### src/sv/countdown_time_difference_split_top_defines.svh
// Assertion macros for the countdown time difference splitter.
`ifndef COUNTDOWN_TIME_DIFFERENCE_SPLIT_TOP_DEFINES_SVH
`define COUNTDOWN_TIME_DIFFERENCE_SPLIT_TOP_DEFINES_SVH

// Same-cycle implication, disabled while reset is asserted.
`define CDTS_ASSERT_IMPL(label, clk_sig, rst_sig, ante, cons) \
    label: assert property (@(posedge clk_sig) disable iff (!rst_sig) (ante) |-> (cons)) \
        else $error("cdts: implication check failed");

// Next-cycle implication, disabled while reset is asserted.
`define CDTS_ASSERT_NEXT(label, clk_sig, rst_sig, ante, cons) \
    label: assert property (@(posedge clk_sig) disable iff (!rst_sig) (ante) |=> (cons)) \
        else $error("cdts: next-cycle check failed");

`endif

### src/sv/cdts_pkg.sv
// Shared types, constants and helper functions of the countdown time difference splitter.
package cdts_pkg;

    // Time unit constants
    localparam logic [16:0] SEC_PER_DAY  = 17'd86400;
    localparam logic [16:0] SEC_PER_HOUR = 17'd3600;
    localparam logic [16:0] SEC_PER_MIN  = 17'd60;
    localparam logic [10:0] MIN_PER_HOUR = 11'd60;

    // Calendar offsets: years are biased by 400 so the day count stays non-negative
    localparam logic [12:0]        YEAR_BIAS = 13'd400;
    localparam logic signed [21:0] DAY_BIAS  = 22'sd865566;

    // Configuration register indexes
    localparam logic [2:0] REG_DISPLAY_MODE  = 3'd0;
    localparam logic [2:0] REG_TARGET_YEAR   = 3'd1;
    localparam logic [2:0] REG_TARGET_MONTH  = 3'd2;
    localparam logic [2:0] REG_TARGET_DAY    = 3'd3;
    localparam logic [2:0] REG_TARGET_HOUR   = 3'd4;
    localparam logic [2:0] REG_TARGET_MINUTE = 3'd5;
    localparam logic [2:0] REG_TARGET_SECOND = 3'd6;

    // Display mode codes
    localparam logic [4:0] MODE_DHMS_LO = 5'd0;
    localparam logic [4:0] MODE_DHMS_HI = 5'd2;
    localparam logic [4:0] MODE_DHM_LO  = 5'd3;
    localparam logic [4:0] MODE_DHM_HI  = 5'd5;
    localparam logic [4:0] MODE_DH_LO   = 5'd6;
    localparam logic [4:0] MODE_DH_HI   = 5'd8;
    localparam logic [4:0] MODE_D_LO    = 5'd9;
    localparam logic [4:0] MODE_D_HI    = 5'd11;
    localparam logic [4:0] MODE_HMS     = 5'd12;
    localparam logic [4:0] MODE_HM      = 5'd13;
    localparam logic [4:0] MODE_H       = 5'd14;
    localparam logic [4:0] MODE_MS      = 5'd15;
    localparam logic [4:0] MODE_M       = 5'd16;
    localparam logic [4:0] MODE_S       = 5'd17;

    // One instant: signed day number since 1970 plus seconds into that day
    typedef struct packed {
        logic signed [21:0] days;
        logic [16:0]        sod;
    } stamp_t;

    // floor(v / 100) for v below 8192 by reciprocal multiply
    function automatic logic [6:0] div100(input logic [12:0] v);
        logic [25:0] prod;
        prod = 26'(v) * 26'd5243;
        return prod[25:19];
    endfunction

    // Days before the start of a March-based month (0 = March)
    function automatic logic [8:0] doy_lut(input logic [3:0] mm);
        logic [8:0] d;
        case (mm)
            4'd0:    d = 9'd0;
            4'd1:    d = 9'd31;
            4'd2:    d = 9'd61;
            4'd3:    d = 9'd92;
            4'd4:    d = 9'd122;
            4'd5:    d = 9'd153;
            4'd6:    d = 9'd184;
            4'd7:    d = 9'd214;
            4'd8:    d = 9'd245;
            4'd9:    d = 9'd275;
            4'd10:   d = 9'd306;
            4'd11:   d = 9'd337;
            default: d = 9'd0;
        endcase
        return d;
    endfunction

endpackage

### src/sv/countdown_time_difference_split_top.sv
// Top level of the countdown time difference splitter.
//
//  channel   | handshake          | payload
//  ----------+--------------------+---------------------------------------------
//  item in   | start, busy        | current_year/month/day/hour/minute/second
//  config    | cfg_we             | cfg_index, cfg_data (12 bits)
//  result    | done (strobe)      | days_out, hours_out, minutes_out, seconds_out
//
// One item is accepted per cycle; busy is high only in the first cycle after reset.
// Each result strobes on done once its item has passed the registered stages in turn:
// input register, calendar conversion, difference, divide by 60, split and select.
// Results are shown for one cycle; the receiver cannot stall, so none is held back.
// Reset is asynchronous and active low; it restores the configuration defaults.
`include "countdown_time_difference_split_top_defines.svh"

module countdown_time_difference_split_top
    import cdts_pkg::*;
(
    input  logic        clk,
    input  logic        rst_n,
    input  logic        start,
    output logic        busy,
    input  logic [11:0] current_year,
    input  logic [3:0]  current_month,
    input  logic [4:0]  current_day,
    input  logic [4:0]  current_hour,
    input  logic [5:0]  current_minute,
    input  logic [5:0]  current_second,
    input  logic        cfg_we,
    input  logic [2:0]  cfg_index,
    input  logic [11:0] cfg_data,
    output logic        done,
    output logic [15:0] days_out,
    output logic [15:0] hours_out,
    output logic [15:0] minutes_out,
    output logic [15:0] seconds_out
);

    // ---------------- configuration registers
    logic [4:0]  display_mode_reg;
    logic [11:0] target_year_reg;
    logic [3:0]  target_month_reg;
    logic [4:0]  target_day_reg;
    logic [4:0]  target_hour_reg;
    logic [5:0]  target_minute_reg;
    logic [5:0]  target_second_reg;

    always_ff @(posedge clk or negedge rst_n)
    begin
        if (!rst_n)
        begin
            display_mode_reg  <= MODE_DHMS_LO;
            target_year_reg   <= 12'd2000;
            target_month_reg  <= 4'd1;
            target_day_reg    <= 5'd1;
            target_hour_reg   <= 5'd0;
            target_minute_reg <= 6'd0;
            target_second_reg <= 6'd0;
        end
        else if (cfg_we)
        begin
            // decode the index; indexes past the list are dropped
            unique case (cfg_index)
                REG_DISPLAY_MODE:  display_mode_reg  <= cfg_data[4:0];
                REG_TARGET_YEAR:   target_year_reg   <= cfg_data;
                REG_TARGET_MONTH:  target_month_reg  <= cfg_data[3:0];
                REG_TARGET_DAY:    target_day_reg    <= cfg_data[4:0];
                REG_TARGET_HOUR:   target_hour_reg   <= cfg_data[4:0];
                REG_TARGET_MINUTE: target_minute_reg <= cfg_data[5:0];
                REG_TARGET_SECOND: target_second_reg <= cfg_data[5:0];
                default:           display_mode_reg  <= display_mode_reg;
            endcase
        end
    end

    // ---------------- item acceptance: busy only right after reset
    logic busy_reg;
    logic accept;

    always_ff @(posedge clk or negedge rst_n)
    begin
        if (!rst_n)
        begin
            busy_reg <= 1'b1;
        end
        else
        begin
            busy_reg <= 1'b0;
        end
    end

    assign busy   = busy_reg;
    assign accept = start && !busy_reg;

    // ---------------- stage 0: input register
    logic        v0_reg;
    logic [11:0] cur_year_reg;
    logic [3:0]  cur_month_reg;
    logic [4:0]  cur_day_reg;
    logic [4:0]  cur_hour_reg;
    logic [5:0]  cur_minute_reg;
    logic [5:0]  cur_second_reg;

    always_ff @(posedge clk or negedge rst_n)
    begin
        if (!rst_n)
        begin
            v0_reg <= 1'b0;
        end
        else
        begin
            v0_reg <= accept;
        end
    end

    // hold the item fields; load only on an accepted item
    always_ff @(posedge clk)
    begin
        if (accept)
        begin
            cur_year_reg   <= current_year;
            cur_month_reg  <= current_month;
            cur_day_reg    <= current_day;
            cur_hour_reg   <= current_hour;
            cur_minute_reg <= current_minute;
            cur_second_reg <= current_second;
        end
    end

    // ---------------- stage 1: calendar conversion of both instants
    stamp_t cur_stamp;
    stamp_t tgt_stamp;
    stamp_t cur_stamp_reg;
    stamp_t tgt_stamp_reg;
    logic   v1_reg;

    cdts_stamp u_stamp_cur (
        .year   (cur_year_reg),
        .month  (cur_month_reg),
        .day    (cur_day_reg),
        .hour   (cur_hour_reg),
        .minute (cur_minute_reg),
        .second (cur_second_reg),
        .stamp  (cur_stamp)
    );

    // the user changes the target only while idle (the block does not enforce it), so convert it alongside each item
    cdts_stamp u_stamp_tgt (
        .year   (target_year_reg),
        .month  (target_month_reg),
        .day    (target_day_reg),
        .hour   (target_hour_reg),
        .minute (target_minute_reg),
        .second (target_second_reg),
        .stamp  (tgt_stamp)
    );

    always_ff @(posedge clk or negedge rst_n)
    begin
        if (!rst_n)
        begin
            v1_reg <= 1'b0;
        end
        else
        begin
            v1_reg <= v0_reg;
        end
    end

    always_ff @(posedge clk)
    begin
        cur_stamp_reg <= cur_stamp;
        tgt_stamp_reg <= tgt_stamp;
    end

    // ---------------- stages 2 to 4: difference, divide, split and result register
    cdts_split u_split (
        .clk         (clk),
        .rst_n       (rst_n),
        .in_valid    (v1_reg),
        .cur         (cur_stamp_reg),
        .tgt         (tgt_stamp_reg),
        .mode        (display_mode_reg),
        .out_valid   (done),
        .days_val    (days_out),
        .hours_val   (hours_out),
        .minutes_val (minutes_out),
        .seconds_val (seconds_out)
    );

    // ---------------- assertions
    // modes whose hours stay within one day, and modes whose seconds stay within one minute
    logic hours_mode;
    logic secs_mode;

    assign hours_mode = (display_mode_reg <= MODE_DH_HI);
    assign secs_mode  = (display_mode_reg <= MODE_DHMS_HI) || (display_mode_reg == MODE_HMS)
                        || (display_mode_reg == MODE_MS);

    `CDTS_ASSERT_IMPL(a_done_has_item, clk, rst_n, done, $past(start && !busy, 5))
    `CDTS_ASSERT_NEXT(a_item_gets_done, clk, rst_n, start && !busy, ##4 done)
    `CDTS_ASSERT_IMPL(a_hours_in_day, clk, rst_n, done && $past(hours_mode), hours_out < 16'd24)
    `CDTS_ASSERT_IMPL(a_sec_in_min, clk, rst_n, done && $past(secs_mode), seconds_out < 16'd60)

endmodule

### src/sv/cdts_stamp.sv
// Calendar time to day number and seconds-of-day conversion.
module cdts_stamp
    import cdts_pkg::*;
(
    input  logic [11:0] year,
    input  logic [3:0]  month,
    input  logic [4:0]  day,
    input  logic [4:0]  hour,
    input  logic [5:0]  minute,
    input  logic [5:0]  second,
    output stamp_t      stamp
);

    logic [3:0]  m_norm;
    logic [12:0] y_base;
    logic [12:0] y_adj;
    logic [3:0]  mm;
    logic [8:0]  doy;
    logic [10:0] y4;
    logic [6:0]  y100;
    logic [6:0]  y400;
    logic [20:0] y365;
    logic [20:0] day_sum;

    always_comb
    begin
        // carry month 0 and months past December into the year
        if (month == 4'd0)
        begin
            m_norm = 4'd12;
            y_base = {1'b0, year} + YEAR_BIAS - 13'd1;
        end
        else if (month > 4'd12)
        begin
            m_norm = month - 4'd12;
            y_base = {1'b0, year} + YEAR_BIAS + 13'd1;
        end
        else
        begin
            m_norm = month;
            y_base = {1'b0, year} + YEAR_BIAS;
        end

        // January and February count with the previous year
        y_adj = (m_norm <= 4'd2) ? y_base - 13'd1 : y_base;
        mm    = (m_norm > 4'd2) ? m_norm - 4'd3 : m_norm + 4'd9;
        doy   = doy_lut(mm);

        y4   = y_adj[12:2];
        y100 = div100(y_adj);
        y400 = div100({2'b00, y4});
        y365 = 21'(y_adj) * 21'd365;

        day_sum = y365 + 21'(y4) + 21'(y400) + 21'(doy) + 21'(day) - 21'(y100);
    end

    assign stamp.days = $signed({1'b0, day_sum}) - DAY_BIAS;
    assign stamp.sod  = 17'(hour) * SEC_PER_HOUR + 17'(minute) * SEC_PER_MIN + 17'(second);

endmodule

### src/sv/cdts_split.sv
// Absolute difference of two instants and its split into display units.
module cdts_split
    import cdts_pkg::*;
(
    input  logic        clk,
    input  logic        rst_n,
    input  logic        in_valid,
    input  stamp_t      cur,
    input  stamp_t      tgt,
    input  logic [4:0]  mode,
    output logic        out_valid,
    output logic [15:0] days_val,
    output logic [15:0] hours_val,
    output logic [15:0] minutes_val,
    output logic [15:0] seconds_val
);

    localparam logic [15:0]        RECIP_15    = 16'd34953;  // 2^19 / 15, rounded up
    localparam logic [11:0]        RECIP_60    = 12'd2185;   // 2^17 / 60, rounded up
    localparam logic [15:0]        DAY_WRAP    = 16'd20864;  // 86400 mod 2^16
    localparam logic [15:0]        HOURS_DAY   = 16'd24;
    localparam logic [15:0]        MINUTES_DAY = 16'd1440;
    localparam logic signed [18:0] DAY_SEC_S   = $signed({2'b00, SEC_PER_DAY});

    // ---------------- stage 2: difference, normalize, absolute value
    logic signed [22:0] dd;
    logic signed [22:0] dd_n;
    logic signed [18:0] ds;
    logic signed [18:0] ds_fix;
    logic [16:0]        ds_n;
    logic [22:0]        d_abs;
    logic [16:0]        s_abs;

    logic        v2_reg;
    logic [15:0] d2_reg;
    logic [16:0] s2_reg;

    always_comb
    begin
        dd = $signed({cur.days[21], cur.days}) - $signed({tgt.days[21], tgt.days});
        ds = $signed({2'b00, cur.sod}) - $signed({2'b00, tgt.sod});

        // fold the seconds into one day and move the carry into the day count
        if (ds < -DAY_SEC_S)
        begin
            ds_fix = ds + (DAY_SEC_S <<< 1);
            dd_n   = dd - 23'sd2;
        end
        else if (ds < 19'sd0)
        begin
            ds_fix = ds + DAY_SEC_S;
            dd_n   = dd - 23'sd1;
        end
        else if (ds >= DAY_SEC_S)
        begin
            ds_fix = ds - DAY_SEC_S;
            dd_n   = dd + 23'sd1;
        end
        else
        begin
            ds_fix = ds;
            dd_n   = dd;
        end
        ds_n = ds_fix[16:0];

        // negate the whole instant when the target lies ahead
        if (dd_n[22])
        begin
            if (ds_n == 17'd0)
            begin
                d_abs = 23'(-dd_n);
                s_abs = 17'd0;
            end
            else
            begin
                d_abs = ~dd_n;
                s_abs = SEC_PER_DAY - ds_n;
            end
        end
        else
        begin
            d_abs = dd_n;
            s_abs = ds_n;
        end
    end

    always_ff @(posedge clk or negedge rst_n)
    begin
        if (!rst_n)
        begin
            v2_reg <= 1'b0;
        end
        else
        begin
            v2_reg <= in_valid;
        end
    end

    always_ff @(posedge clk)
    begin
        d2_reg <= d_abs[15:0];
        s2_reg <= s_abs;
    end

    // ---------------- stage 3: seconds of day over 60
    logic [30:0] prod15;
    logic [10:0] q60;
    logic [16:0] rem60;

    logic        v3_reg;
    logic [15:0] d3_reg;
    logic [10:0] q3_reg;
    logic [5:0]  r3_reg;
    logic [15:0] s3_reg;

    always_comb
    begin
        prod15 = 31'(s2_reg[16:2]) * 31'(RECIP_15);
        q60    = prod15[29:19];
        rem60  = s2_reg - 17'(q60) * SEC_PER_MIN;
    end

    always_ff @(posedge clk or negedge rst_n)
    begin
        if (!rst_n)
        begin
            v3_reg <= 1'b0;
        end
        else
        begin
            v3_reg <= v2_reg;
        end
    end

    always_ff @(posedge clk)
    begin
        d3_reg <= d2_reg;
        q3_reg <= q60;
        r3_reg <= rem60[5:0];
        s3_reg <= s2_reg[15:0];
    end

    // ---------------- stage 4: hours, minutes, totals, mode select
    logic [22:0] prod60;
    logic [4:0]  hq;
    logic [10:0] mrem;
    logic [15:0] tot_h;
    logic [15:0] tot_m;
    logic [15:0] tot_s;
    logic [15:0] d_sel;
    logic [15:0] h_sel;
    logic [15:0] m_sel;
    logic [15:0] s_sel;

    logic        done_reg;
    logic [15:0] days_reg;
    logic [15:0] hours_reg;
    logic [15:0] minutes_reg;
    logic [15:0] seconds_reg;

    always_comb
    begin
        prod60 = 23'(q3_reg) * 23'(RECIP_60);
        hq     = prod60[21:17];
        mrem   = q3_reg - 11'(hq) * MIN_PER_HOUR;

        // totals wrap at 16 bits, so only the low day bits matter
        tot_h = d3_reg * HOURS_DAY + {11'd0, hq};
        tot_m = d3_reg * MINUTES_DAY + {5'd0, q3_reg};
        tot_s = d3_reg * DAY_WRAP + s3_reg;

        d_sel = 16'd0;
        h_sel = 16'd0;
        m_sel = 16'd0;
        s_sel = 16'd0;
        case (mode) inside
            [MODE_DHMS_LO:MODE_DHMS_HI]:
            begin
                d_sel = d3_reg;
                h_sel = {11'd0, hq};
                m_sel = {10'd0, mrem[5:0]};
                s_sel = {10'd0, r3_reg};
            end
            [MODE_DHM_LO:MODE_DHM_HI]:
            begin
                d_sel = d3_reg;
                h_sel = {11'd0, hq};
                m_sel = {10'd0, mrem[5:0]};
            end
            [MODE_DH_LO:MODE_DH_HI]:
            begin
                d_sel = d3_reg;
                h_sel = {11'd0, hq};
            end
            [MODE_D_LO:MODE_D_HI]:
            begin
                d_sel = d3_reg;
            end
            MODE_HMS:
            begin
                h_sel = tot_h;
                m_sel = {10'd0, mrem[5:0]};
                s_sel = {10'd0, r3_reg};
            end
            MODE_HM:
            begin
                h_sel = tot_h;
                m_sel = {10'd0, mrem[5:0]};
            end
            MODE_H:
            begin
                h_sel = tot_h;
            end
            MODE_MS:
            begin
                m_sel = tot_m;
                s_sel = {10'd0, r3_reg};
            end
            MODE_M:
            begin
                m_sel = tot_m;
            end
            MODE_S:
            begin
                s_sel = tot_s;
            end
            default:
            begin
                d_sel = 16'd0;
            end
        endcase
    end

    always_ff @(posedge clk or negedge rst_n)
    begin
        if (!rst_n)
        begin
            done_reg <= 1'b0;
        end
        else
        begin
            done_reg <= v3_reg;
        end
    end

    always_ff @(posedge clk)
    begin
        days_reg    <= d_sel;
        hours_reg   <= h_sel;
        minutes_reg <= m_sel;
        seconds_reg <= s_sel;
    end

    assign out_valid   = done_reg;
    assign days_val    = days_reg;
    assign hours_val   = hours_reg;
    assign minutes_val = minutes_reg;
    assign seconds_val = seconds_reg;

endmodule

### config.mk
export PLATFORM = sky130hd
export DESIGN_NAME = countdown_time_difference_split_top
export DESIGN_NICKNAME = d
export VERILOG_FILES = /design/src/sv/cdts_pkg.sv /design/src/sv/countdown_time_difference_split_top.sv /design/src/sv/cdts_stamp.sv /design/src/sv/cdts_split.sv
export VERILOG_INCLUDE_DIRS = /design/src /design/src/sv
export SDC_FILE = /design/constraint.sdc
export NUM_CORES = 2
export LEC_CHECK = 0
export BUFFER_PORTS_ARGS = -buffer_cell sky130_fd_sc_hd__buf_4
export CAP_MARGIN = 20
export CELL_PAD_IN_SITES_DETAIL_PLACEMENT = 0
export CELL_PAD_IN_SITES_GLOBAL_PLACEMENT = 1
export CORE_ASPECT_RATIO = 1.1
export CORE_MARGIN = 2
export CORE_UTILIZATION = 56
export DETAILED_ROUTE_END_ITERATION = 8
export GPL_TIMING_DRIVEN = 1
export PLACE_DENSITY_LB_ADDON = 0.1
export SLEW_MARGIN = 20
export SYNTH_ARGS = -nofsm -noshare
export SYNTH_HDL_FRONTEND = slang
export SYNTH_SLANG_ARGS = --single-unit
export TNS_END_PERCENT = 50
### constraint.sdc
create_clock -name clk -period 36.5 [get_ports clk]
set_input_delay 5.475 -clock clk [delete_from_list [all_inputs] [get_ports clk]]
set_output_delay 5.475 -clock clk [all_outputs]
set_load 0.1 [all_outputs]
# --- Yosys cells after proc, flatten, opt, wreduce, memory -nomap -nowiden ---
# Memories as Yosys holds them, arrays and structs flattened.
# Index checks and enable logic that the tools add are counted.
totals:
  ff_bits: 311
  rom_bits: 288
  input_bits: 57
  wordCells: 203
  memories: 2
classes:
  n_addsub: 45
  multipliers: 17
  n_lt_le_gt_ge: 17
  eq_ne: 12
  muxes: 52
  bitwise: 2
  reduce_logical: 20
memory_table:
  columns: ["name", "words", "word_bits", "read_ports", "rd_clocked_by_memory_dff", "wr", "line_no", "text"]
  rows:
  - ["(name not given)", 16, 9, 1, 0, 0, "cdts_pkg.sv:55", "case (mm)"]
  - ["(name not given)", 16, 9, 1, 0, 0, "cdts_pkg.sv:55", null]
op_table:
  columns: ["cell", "n"]
  rows:
  - ["$mux W16", 11]
  - ["$mux W6", 17]
  - ["$mux W17", 5]
  - ["$add A21 B5 Y21", 4]
  - ["$mux W13", 6]
  - ["$mux W23", 3]
  - ["$mul A13 B13 Y26 const B", 2]
  - ["$sub A13 B1 Y13 const B", 4]
  - ["$mul A11 B13 Y24 const B", 2]
  - ["$sub A21 B20 Y22 const B", 2]
  - ["$add A21 B11 Y21", 2]
  - ["$add A21 B9 Y21", 2]
  - ["$mul A13 B9 Y21 const B", 2]
  - ["$sub A21 B7 Y21", 2]
  - ["$add A17 B12 Y17", 2]
  - ["$add A17 B17 Y17 const B", 2]
  - ["$add A17 B6 Y17", 2]
  - ["$mul A15 B16 Y30 const B", 1]
  - ["$add A12 B9 Y13 const B", 2]
  - ["$add A13 B1 Y13 const B", 2]
  - ["$mul A5 B8 Y13 const B", 2]
  - ["$mux W4", 6]
  - ["$add A23 B2 Y23 const B", 1]
  - ["$sub A22 B22 Y23", 1]
  - ["50 further kinds", 80]

# --- Logic depth before layout (Yosys ltp) ---
logic_depth:
  ltp_word: 13
  mapped_depth: 60

# --- Modules after synthesis ---
# A second synthesis with hierarchy kept.
hier_totals:
  hier_cells: 4401
  area_unflattened_um2: 42343.1
by_module_without_submodules:
  columns: ["module", "instances", "cells_each", "area_each_um2"]
  rows:
  - ["cdts_split", 1, 1583, 13928.4]
  - ["cdts_stamp at u_stamp_cur", 1, 1312, 11999.0]
  - ["cdts_stamp at u_stamp_tgt", 1, 1289, 11911.4]
  - ["countdown_time_difference_split_top", 1, 217, 4504.3]

# --- Worst setup path before layout ---
# No wires, ideal clock.
synth_timing:
  path_type: "register to register"
  start: "register cur_month_reg[2]"
  end: "register cur_stamp_reg[38] (netlist bit)"
  setup_time_ps: 64
  t_arrival_ps: 13675
  t_required_ps: 36436
  slack_ps: 22761
  stages_incl_launch_ff: 57
  period_less_slack_ps: 13739
  cell_sequence: "edfxtp_1 -> inv_1 -> ha_1 -> or3b_2 -> clkbuf_1 -> nor4b_1 -> nor2_1 -> xnor2_1 -> nor2b_1 -> nand2_1 -> nor2_1 -> inv_1 -> or4_1 -> nor3_1 -> xnor2_1 -> inv_1 -> fa_1 -> inv_1 -> [21 not listed] -> fa_1 -> inv_1 -> fa_1 -> inv_1 -> ha_1 -> a21o_1 -> a21oi_1 -> o21bai_1 -> a21oi_1 -> xnor2_1 -> o41a_1 -> o211ai_1 -> a21oi_1 -> and2_1 -> o31ai_1 -> a21oi_1 -> nor2b_1 -> nor2_1"
synth_lines:
  columns: ["element", "line_no", "text"]
  rows:
  - ["start: declaration", "countdown_time_difference_split_top.sv:98", "logic [3:0] cur_month_reg;"]
  - ["start signal: assignment", "countdown_time_difference_split_top.sv:122", "cur_month_reg <= current_month;"]
  - ["end signal: assignment", "countdown_time_difference_split_top.sv:172", "cur_stamp_reg <= cur_stamp;"]
  - ["end: declaration", "countdown_time_difference_split_top.sv:133", "stamp_t cur_stamp_reg;"]

==> summary.md <==
| Metric | Value |
|---|---|
| Min Clock Period, post-route | 15,060 ps |
| CTS Hold Buffers Added | 0 |
| EDFF count, synth | 38 |
| Core area | 73,100 sq um |
| R2R Path End | cur_stamp_reg[38] |
| DRT iter0 DRCs | 1,365 |
| Pin count of the biggest net entering global routing | 50 |
| H-tree levels | 2 |
| Critical path's largest stage delay | 660 ps |
| Ys flop type | dfxtp_1 |
| Startpoint Class | register |
| Max Cap Violations | 0 |
| Clk buf depth | 3 |
| Initial Util | 56.4% |
| First-pass DRT Iterations | 6 |
| Cell mode on critical path | inv_1 |
| CTS buffer count | 34 |
| # port buffers | 122 |
| Pins Over Slew Limit | 0 |
| Clock skew | 20.9 ps |
| Post-CTS Resized | 0 |
| Wire length per cell | 16.7 um |
| Unrepaired setup endpoints after global routing | false |
| Yosys reg bits | 309 |
| DPL Wire Length | 77,200 um |
| Cell Area, Synth | 41,300 sq um |
| Reg-to-reg slack, setup | 21,440 ps |
| Hold depth | 0 |
| WL met2 | 44,500 um |
| GR Util All Layers | 25.0% |
| Crit path capture type | register |
| Synth-to-Final Area Change | 7.95% |
| Post-CTS Setup Inserts | 0 |
| First-pass GRT wire length | 153,000 um |
| Crit path DAT | 15,530 ps |
| Initial antenna violation count | 2 |
| Met1 WL | 40,900 um |
| Number of diodes | 0 |
| Vias in the first global route | 29,900 |
| Die X | 263 um |
| CTS tree | done |
| Asr flop ratio synth | 15.9% |
| GRT overflow | 0 |
| Mapped Nets | 5,623 |
| Row cnt | 104 |
| Data required, critical path | 36,970 ps |
| Outcome | finished clean |
| Metal3 WL | 2880 um |
| Worst-path clk slew | 60 ps |
| Hold path endpoint | u_split.d3_reg[1] |
| Final worst setup slack | 21,440 ps |
| Worst-Margin Slew | 1020 ps |
| Syn avg cell area | 9.59 sq um |
| Commonest cells after routing, fill and taps aside | 914 x inv_1, 831 x ha_1, 430 x fa_1 |
| Hold_sp | u_split.d2_reg[1] |
| Post-DRT Antenna Nets | 0 |
| CP Max Fanout | 7 |
| Hold crit path type | register to register |
| Final Cycle Share | 41.3% |
| Clk_lat worst skew | 540 ps |
| Top routing layer used | met5 |
| Die area | 75,900 sq um |
| Synth Warn # | 0 |
| Netlist cell types | 98 |
| Vias per inst | 5.31 |
| Layout cells sized above 1 | 6.95% |
| Syn Inst Count | 4,305 |
| Pre-CTS WS | 21,570 ps |
| DRC | 0 |
| Drt total wl | 90,700 um |
| Setup violators final | 0 |
| Max-slew headroom | 31.3% |
| TNS Setup | 0 ps |
| Critical path class | register to register |
| WHS | 319 ps |
| Hold Fails Final Rpt | 0 |
| R2R depth | 56 |
| RD Place Congestion | 0.926 |
| F_max | 66.4 MHz |
| Die H | 289 um |
| CP max-delay cell | nor4b_1 |
| Worst flop-to-flop path startpoint | cur_month_reg[2] |
| I/O pin count | 123 |
| Nets | 5,768 |
| CTS root buf | clkbuf_16 |
| Vias post-DR | 28,800 |
| Sequential-to-total area share from yosys stat | 16.5% |
| Commonest non-fill, non-tap cell in the layout | inv_1 |
| Num Clock Sinks | 309 |
## cell families after synthesis
| group | Yosys count | share of synthesized area (%) |
|---|---|---|
| DFF | 309 | 16.5 |
| and+or+nand+nor | 687 | 8.47 |
| other | 1 | 0.00909 |
| xor gates and xnor gates | 365 | 7.81 |
| muxes | 44 | 1.18 |
| buffers and inverters | 960 | 8.82 |
| adders and majority gates | 1261 | 46.1 |
| AOI/OAI and AO/OA | 678 | 11.1 |
## area by class of cell
type / count / area [sq um]
clock buffer: 40 / 905
clock inverter: 21 / 165
fill: 6470 / 28600
inverter: 914 / 3430
multi-input combinational: 3036 / 30900
sequential: 309 / 6820
tap: 954 / 1190
timing repair buffer: 155 / 1180
## metrics by stage
stage               cells  utilization (%)  instance area, sq um
finish               5429             60.9                 44600
global placement     5367             59.4                 43400
floorplan            4305                -                 41300
CTS                  5428             60.9                 44500
global route         5429             60.9                 44600
detailed placement   5367             59.4                 43400
## worst max-delay path: cells and delay by family, from the launching register on
family	cells	cell delay (ps)
DFF	1	450
xor gates and xnor gates	4	650
AOI/OAI and AO/OA	14	3680
buffers and inverters	11	900
and+or+nand+nor	13	3310
adders and majority gates	14	5990
## layer usage
metal,up-vias,track usage (%)
met1,13800,32.3
li1,14500,-
met2,394,44.7
met5,-,0
met4,4,6.71
met3,130,2.52
## cell usage after synthesis (all sizes together) (10+ instances only)
| master | instances | area share (%) |
|---|---|---|
| nand3 | 56 | 0.68 |
| edfxtp | 38 | 2.8 |
| fa | 430 | 21 |
| o211ai | 17 | 0.33 |
| a21oi | 189 | 2.3 |
| inv | 914 | 8.3 |
| buf | 12 | 0.20 |
| ha | 831 | 25 |
| clkbuf | 34 | 0.31 |
| and3 | 30 | 0.45 |
| nor3b | 13 | 0.24 |
| dfxtp | 222 | 11 |
| nand4 | 20 | 0.30 |
| a31oi | 22 | 0.35 |
| and2 | 43 | 0.65 |
| mux2 | 36 | 0.98 |
| o21a | 31 | 0.56 |
| nor2 | 176 | 1.6 |
| dfrtp | 40 | 2.4 |
| a31o | 11 | 0.23 |
| a211o | 10 | 0.21 |
| o21ai | 103 | 1.2 |
| or2 | 16 | 0.24 |
| o31ai | 16 | 0.32 |
| a21boi | 10 | 0.18 |
| nand2b | 30 | 0.45 |
| xor2 | 108 | 2.3 |
| nor2b | 32 | 0.49 |
| xnor2 | 257 | 5.5 |
| nand3b | 10 | 0.18 |
| or3 | 18 | 0.27 |
| nor3 | 67 | 0.82 |
| o22ai | 20 | 0.32 |
| a21o | 85 | 1.5 |
| o21bai | 49 | 0.89 |
| a211oi | 30 | 0.55 |
| nand2 | 139 | 1.3 |
## worst max-delay path by stage
stage                     startpoint                 to  slack [ps]  depth (start not counted)
floorplan           cur_month_reg[2]  cur_stamp_reg[38]       22760                         56
CTS                 cur_month_reg[2]  cur_stamp_reg[38]       21480                         56
finish              cur_month_reg[2]  cur_stamp_reg[38]       21440                         56
detailed placement  cur_month_reg[2]  cur_stamp_reg[38]       21570                         56
global route        cur_month_reg[2]  cur_stamp_reg[38]       20420                         56
global placement    cur_month_reg[2]  cur_stamp_reg[38]       21830                         56
Power is left out: the tool's default activity adds up to more than one toggle a clock period on the data nets, which glitch-free logic cannot reach.
